**src/rtl/buv_pkg.sv**
```systemverilog
// Shared types and constants for the bond unit vector block.
// No dependencies; every other file imports this package.
`default_nettype none
package buv_pkg;
   localparam int IDX_W       = 11;
   localparam int COORD_W     = 24;
   localparam int DIFF_W      = 25;
   localparam int UNIT_W      = 18;
   localparam int SUMSQ_W     = 50;
   localparam int NORM_W      = 62;
   localparam int ROOT_W      = 31;
   localparam int QUO_W       = 17;
   localparam int SHIFT_W     = 5;
   localparam int NUMER_W     = DIFF_W + 16 + 30;
   localparam int QUEUE_DEPTH = 2;

   localparam logic FUNC_WRITE   = 1'b0;
   localparam logic FUNC_COMPUTE = 1'b1;

   typedef struct packed {
      logic signed [DIFF_W-1:0] dx;
      logic signed [DIFF_W-1:0] dy;
      logic signed [DIFF_W-1:0] dz;
      logic                     last;
   } bond_type;

   typedef enum logic [1:0] {FE_IDLE, FE_FETCH, FE_PUSH} front_state_type;

   typedef enum logic [2:0] {
      BE_IDLE, BE_SQUARE, BE_SUM, BE_NORM, BE_ROOT, BE_DIVIDE, BE_DONE
   } back_state_type;
endpackage
`default_nettype wire

```
**src/rtl/buv_queue.sv**
```systemverilog
// Two-entry queue of bond difference vectors between front and back end.
// Depends on buv_pkg.
`default_nettype none
module buv_queue (
   input  wire logic              clock,
   input  wire logic              reset,
   input  wire logic              push_valid,
   input  buv_pkg::bond_type      push_data,
   output logic                   push_ready,
   output logic                   pop_valid,
   output buv_pkg::bond_type      pop_data,
   input  wire logic              pop_ready
);
   import buv_pkg::*;

   localparam int PW = $clog2(QUEUE_DEPTH);

   bond_type entry_ff [QUEUE_DEPTH];
   logic [PW-1:0] wr_ff, rd_ff;
   logic [PW:0]   count_ff;
   logic do_push, do_pop;

   assign push_ready = count_ff != (PW+1)'(QUEUE_DEPTH);
   assign pop_valid  = count_ff != '0;
   assign pop_data   = entry_ff[rd_ff];
   assign do_push    = push_valid && push_ready;
   assign do_pop     = pop_valid && pop_ready;

   always_ff @(posedge clock) begin
      if (reset) begin
         wr_ff    <= '0;
         rd_ff    <= '0;
         count_ff <= '0;
      end else begin
         if (do_push) wr_ff <= wr_ff + 1'b1;
         if (do_pop)  rd_ff <= rd_ff + 1'b1;
         if (do_push && !do_pop) count_ff <= count_ff + 1'b1;
         else if (do_pop && !do_push) count_ff <= count_ff - 1'b1;
      end
      if (do_push) entry_ff[wr_ff] <= push_data;
   end
endmodule
`default_nettype wire

```
**config.mk**
```make
export PLATFORM = sky130hd
export DESIGN_NAME = buv_queue
export DESIGN_NICKNAME = d
export VERILOG_FILES = /design/src/rtl/buv_pkg.sv /design/src/rtl/buv_queue.sv
export SDC_FILE = /design/constraint.sdc
export NUM_CORES = 1
export LEC_CHECK = 0
export BUFFER_PORTS_ARGS = -buffer_cell sky130_fd_sc_hd__buf_2
export CAP_MARGIN = 20
export CORE_ASPECT_RATIO = 0.75
export CORE_MARGIN = 2
export CORE_UTILIZATION = 42
export CTS_CLUSTER_DIAMETER = 40
export DETAILED_ROUTE_END_ITERATION = 12
export PLACE_DENSITY = 0.65
export SLEW_MARGIN = 10
export SYNTH_ARGS = -nofsm -noshare
export SYNTH_HDL_FRONTEND = slang
export SYNTH_SLANG_ARGS = --single-unit
export TNS_END_PERCENT = 5
```
**constraint.sdc**
```tcl
create_clock -name clock -period 4.3 [get_ports clock]
set_clock_uncertainty 0.15 [all_clocks]
set_input_delay 0.86 -clock clock [delete_from_list [all_inputs] [get_ports clock]]
set_output_delay 0.86 -clock clock [all_outputs]
set_load 0.005 [all_outputs]
```
# Word level (Yosys, flattened, before mapping)

Memories as Yosys holds them, arrays and structs flattened. A register that Yosys moved wholly into a read port is not among the register bits.
Cells that the tools add are included.

Register bits after elaboration: 4
Bits in writable memories: 152
Bits of input ports: 80
Output and inout bits: 78
Logic and storage cells: 23
Memories kept: 1

$add $sub $neg: 4
Equality and inequality tests: 1
Mux-type cells: 6
Reduce and logical (&&, ||, !) cells: 8

Memories:

| memory   | words | width | rd ports | clocked after Yosys merged registers in | wr ports | RTL line        | text |
|---|---|---|---|---|---|---|---|
| entry_ff | 2     | 76    | 1        | 1                                       | 1        | buv_queue.sv:18 | `bond_type entry_ff [QUEUE_DEPTH];` |

Operator list:

| cell                                                                | count |
|---|---|
| 1-bit logical AND                                                   | 4 |
| 1-bit two-way mux                                                   | 4 |
| 2-bit two-way mux                                                   | 2 |
| 2-bit nonzero test                                                  | 2 |
| 1-bit adder (second input constant)                                 | 2 |
| 2-bit by 1-bit adder with 2-bit output (second input constant)      | 1 |
| 1-bit logical NOT                                                   | 2 |
| 2-bit != test (second input constant)                               | 1 |
| 2-bit by 1-bit subtractor with 2-bit output (second input constant) | 1 |

# Depth between registers and ports, before layout

Depth after elaboration: 6
Mapped depth: 6
Mapped depth without buffers: 6

# Worst setup path after synthesis

No wires, ideal clock.

Path type: input-to-reg
Start point: in push_valid
End point: mem entry_ff[1][0] (netlist bit) (enable)
Setup time: 443 ps
Data arrival time: 2685 ps
Data required time: 3707 ps
Slack: 1022 ps
Stages: 1
Path buffers: 0
Cells stage by stage: and3_1

Longest elaborated chain between the ends: 3

RTL lines:

| what                                    | RTL line        | text |
|---|---|---|
| from (decl)                             | buv_queue.sv:7  | `input wire logic push_valid,` |
| 1-bit logical AND                       | buv_queue.sv:26 | `assign do_push = push_valid && push_ready;` |
| 1-bit two-way mux                       | buv_queue.sv:40 | `if (do_push) entry_ff[wr_ff] <= push_data;` |
| 1-bit two-way mux (not written as such) | buv_queue.sv:40 |  |
| to (decl)                               | buv_queue.sv:18 |  |

Every way passes these cells.

==> results.toml <==
[outcome]
status = "finished, final reports clean"

[placement]
placed_area_mm2 = 0.00666
place_hpwl_um = 6290
dp.cells = 581
port_buffers = 157
place_congestion = 0.686

[setup_path]
endpoint_kind = "output port"
critPathLaunchType = "flip-flop"
worstPathCellList = "mux2_2, buf_2"
crit_fanout = 76
cp.arrival_ns = 2.03
worst_path_max_delay_cell = "dfxtp_4"
path_buf_inv = 1
crit_type = "reg2out"
cp_slowest_stage_delay_ns = 1.02
worst_ep_required_time_ns = 3.29
critical_path.top_delay_family = "flip-flops"
r2r-start = "count_ff[0]"

[clock_tree]
path_clk_slew_ns = 0.06
cts-resized-gates = 0
clockBufferDepth = 2
clock_latency_ns = 0.40
cts_tree = "yes"
cts.sinks = 157
htreeDepth = 4
ctsRootBufferMaster = "clkbuf_16"
cts_buffers = 17
cts_setup_buffers = 0
hold_buffers = 0

[routing]
vias = 2891
wl_per_cell_um = 16.5
drc = 0
antenna_left = 0
drt-total-wl_um = 10100
viasPerCell = 4.71
drtIter0Drc = 144
first_pass_iters = 4

[pwr]
ir_worst_vdd_v = 0.000423
p_leak_nw = 2.73
power.density_mw_per_mm2 = 604

[grt]
grt_pass1_vias = 3117
grt_overflow = 0
gr-usage-met1_pct = 16.9
antenna_found_initial = 1
use_met3_pct = 7.33
grtUsageMet2_pct = 22.5
busiest_layer = "met2"
grt_pass1_wl_um = 15800
grt_max_degree = 77
gr-usage-all-layers_pct = 14.3

[floorplan]
fp.coreArea_mm2 = 0.0132
initial_core_util_pct = 43.4
die_h_um = 105
die_w_um = 139
io_pins = 158
row_count = 36
die_area_mm2 = 0.0146

[layout]
drive_above_1_share_pct = 61.4
n_fill_cell = 1053
areaGrowthSynthToFinish_pct = 28.2
num_antenna_cells = 0
fin_cells = 614
stdcell_area_mm2 = 0.00732
nets = 511

[logic_synthesis]
synth_cells = 260
syn_nets = 341
ys_warn_count = 0
ys_ff_latch = 157
synthDistinctLibCells = 19
synth_area_mm2 = 0.00571
synth.avg_cell_area_um2 = 22.0
ys_seq_area_share_pct = 81.7

[sta]
finalSetupTns_ns = 0
slew_viol_final = 0
hold_slack_ns = 0.368
period_share_pct = 70.7
final_hold_viol_count = 0
max_freq_ghz = 0.329
setup_viol = 0
worst_pin_slew_ns = 1.02
slew_headroom_pct = 31.9
rsz0062_at_grt = "no"
period_needed_ns = 3.04

[hold_path]
holdCritPathClass = "reg2reg"
hold_start = "rd_ff"

[job]
max_cap_viol_count = 0
-- worst register-to-register path, stage by stage (launching register included) --
cell	delay, ns
dfxtp_1	0.35
nand2b_1	0.22
nand3b_1	0.16
clkinv_2	0.68
buf_4	0.57
-- metal layers --
layer,vias up,share of wire [%]
li1,1370,-
met1,1405,43
met2,103,47
met3,11,9.0
met4,2,0.90
met5,-,0.11
-- metrics by stage --
step                power, mW  setup slack [ns]  utilization (%)
floorplan                2.54              1.02                -
global placement         2.87              1.47             50.6
detailed placement       2.89              1.43             50.6
CTS                      4.49              1.20             55.5
global route             4.63              1.11             55.7
finish                   4.42              1.26             55.7
-- power by group --
group / internal (mW) / switching [mW]
sequential: 1.92 / 0.142
combinational: 0.446 / 0.338
clock: 1.00 / 0.577
-- cells by family (layout without fill, tap and decap cells) --
logic type      after synthesis  after routing  share of synthesized area, %
flops                       157            157                          81.7
buf+inv                       9            192                          1.25
xor+xnor                      3              3                         0.460
compound gates                5              5                         0.526
mux                          76             76                          15.0
simple gates                  9              9                         0.877
fa+ha+maj                     1              1                         0.219
-- worst paths after layout --
path / cells past startpoint / to / slack [ns]
worst max-delay path: 2 / pop_data[39] / 1.26
worst min-delay path: 2 / flip-flop / 0.37
worst max register to register: 4 / entry_ff[0][59] / 1.88
worst min register to register: 2 / flip-flop / 0.37
-- state kept, by name (all words and copies together), names as in the netlist, named ones only --
| register | cells |
|---|---|
| count_ff | 2 |
| entry_ff | 152 |
| rd_ff | 1 |
| wr_ff | 1 |
-- cell usage after synthesis (all sizes together) --
| master | count | share of area (%) |
|---|---|---|
| nand2b | 1 | 0.11 |
| ha | 1 | 0.22 |
| nor2 | 3 | 0.20 |
| nand3b | 1 | 0.13 |
| o21ai | 2 | 0.18 |
| inv | 1 | 0.066 |
| a21oi | 2 | 0.18 |
| xor2 | 3 | 0.46 |
| or2 | 1 | 0.11 |
| and2 | 1 | 0.11 |
| dfxtp | 5 | 1.8 |
| mux2 | 76 | 15 |
| a21bo | 1 | 0.18 |
| buf | 8 | 1.2 |
| edfxtp | 152 | 80 |
| and3 | 1 | 0.11 |
| or3 | 1 | 0.11 |
-- cell usage in the layout, fill, tap and decap left out, drive strengths merged --
| cell type | count |
|---|---|
| mux2 | 76 |
| xor2 | 3 |
| a21bo | 1 |
| and3 | 1 |
| dfxtp | 5 |
| or2 | 1 |
| clkinv | 6 |
| or3 | 1 |
| nor2 | 3 |
| clkbuf | 19 |
| nand3b | 1 |
| ha | 1 |
| a21oi | 2 |
| bufinv | 4 |
| o21ai | 2 |
| clkinvlp | 4 |
| and2 | 1 |
| buf | 159 |
| nand2b | 1 |
| edfxtp | 152 |
-- layout make-up --
cell class / instances / area, um2 / area share, %
Tap cell: 171 / 214 / 2.92
Timing Repair Buffer: 159 / 813 / 11.1
Sequential cell: 157 / 4670 / 63.7
Clock inverter: 13 / 190 / 2.60
Inverter: 1 / 5.00 / 0.0683
Clock buffer: 19 / 453 / 6.18
Multi-Input combinational cell: 94 / 980 / 13.4
(Power assumes the default switching activity.)
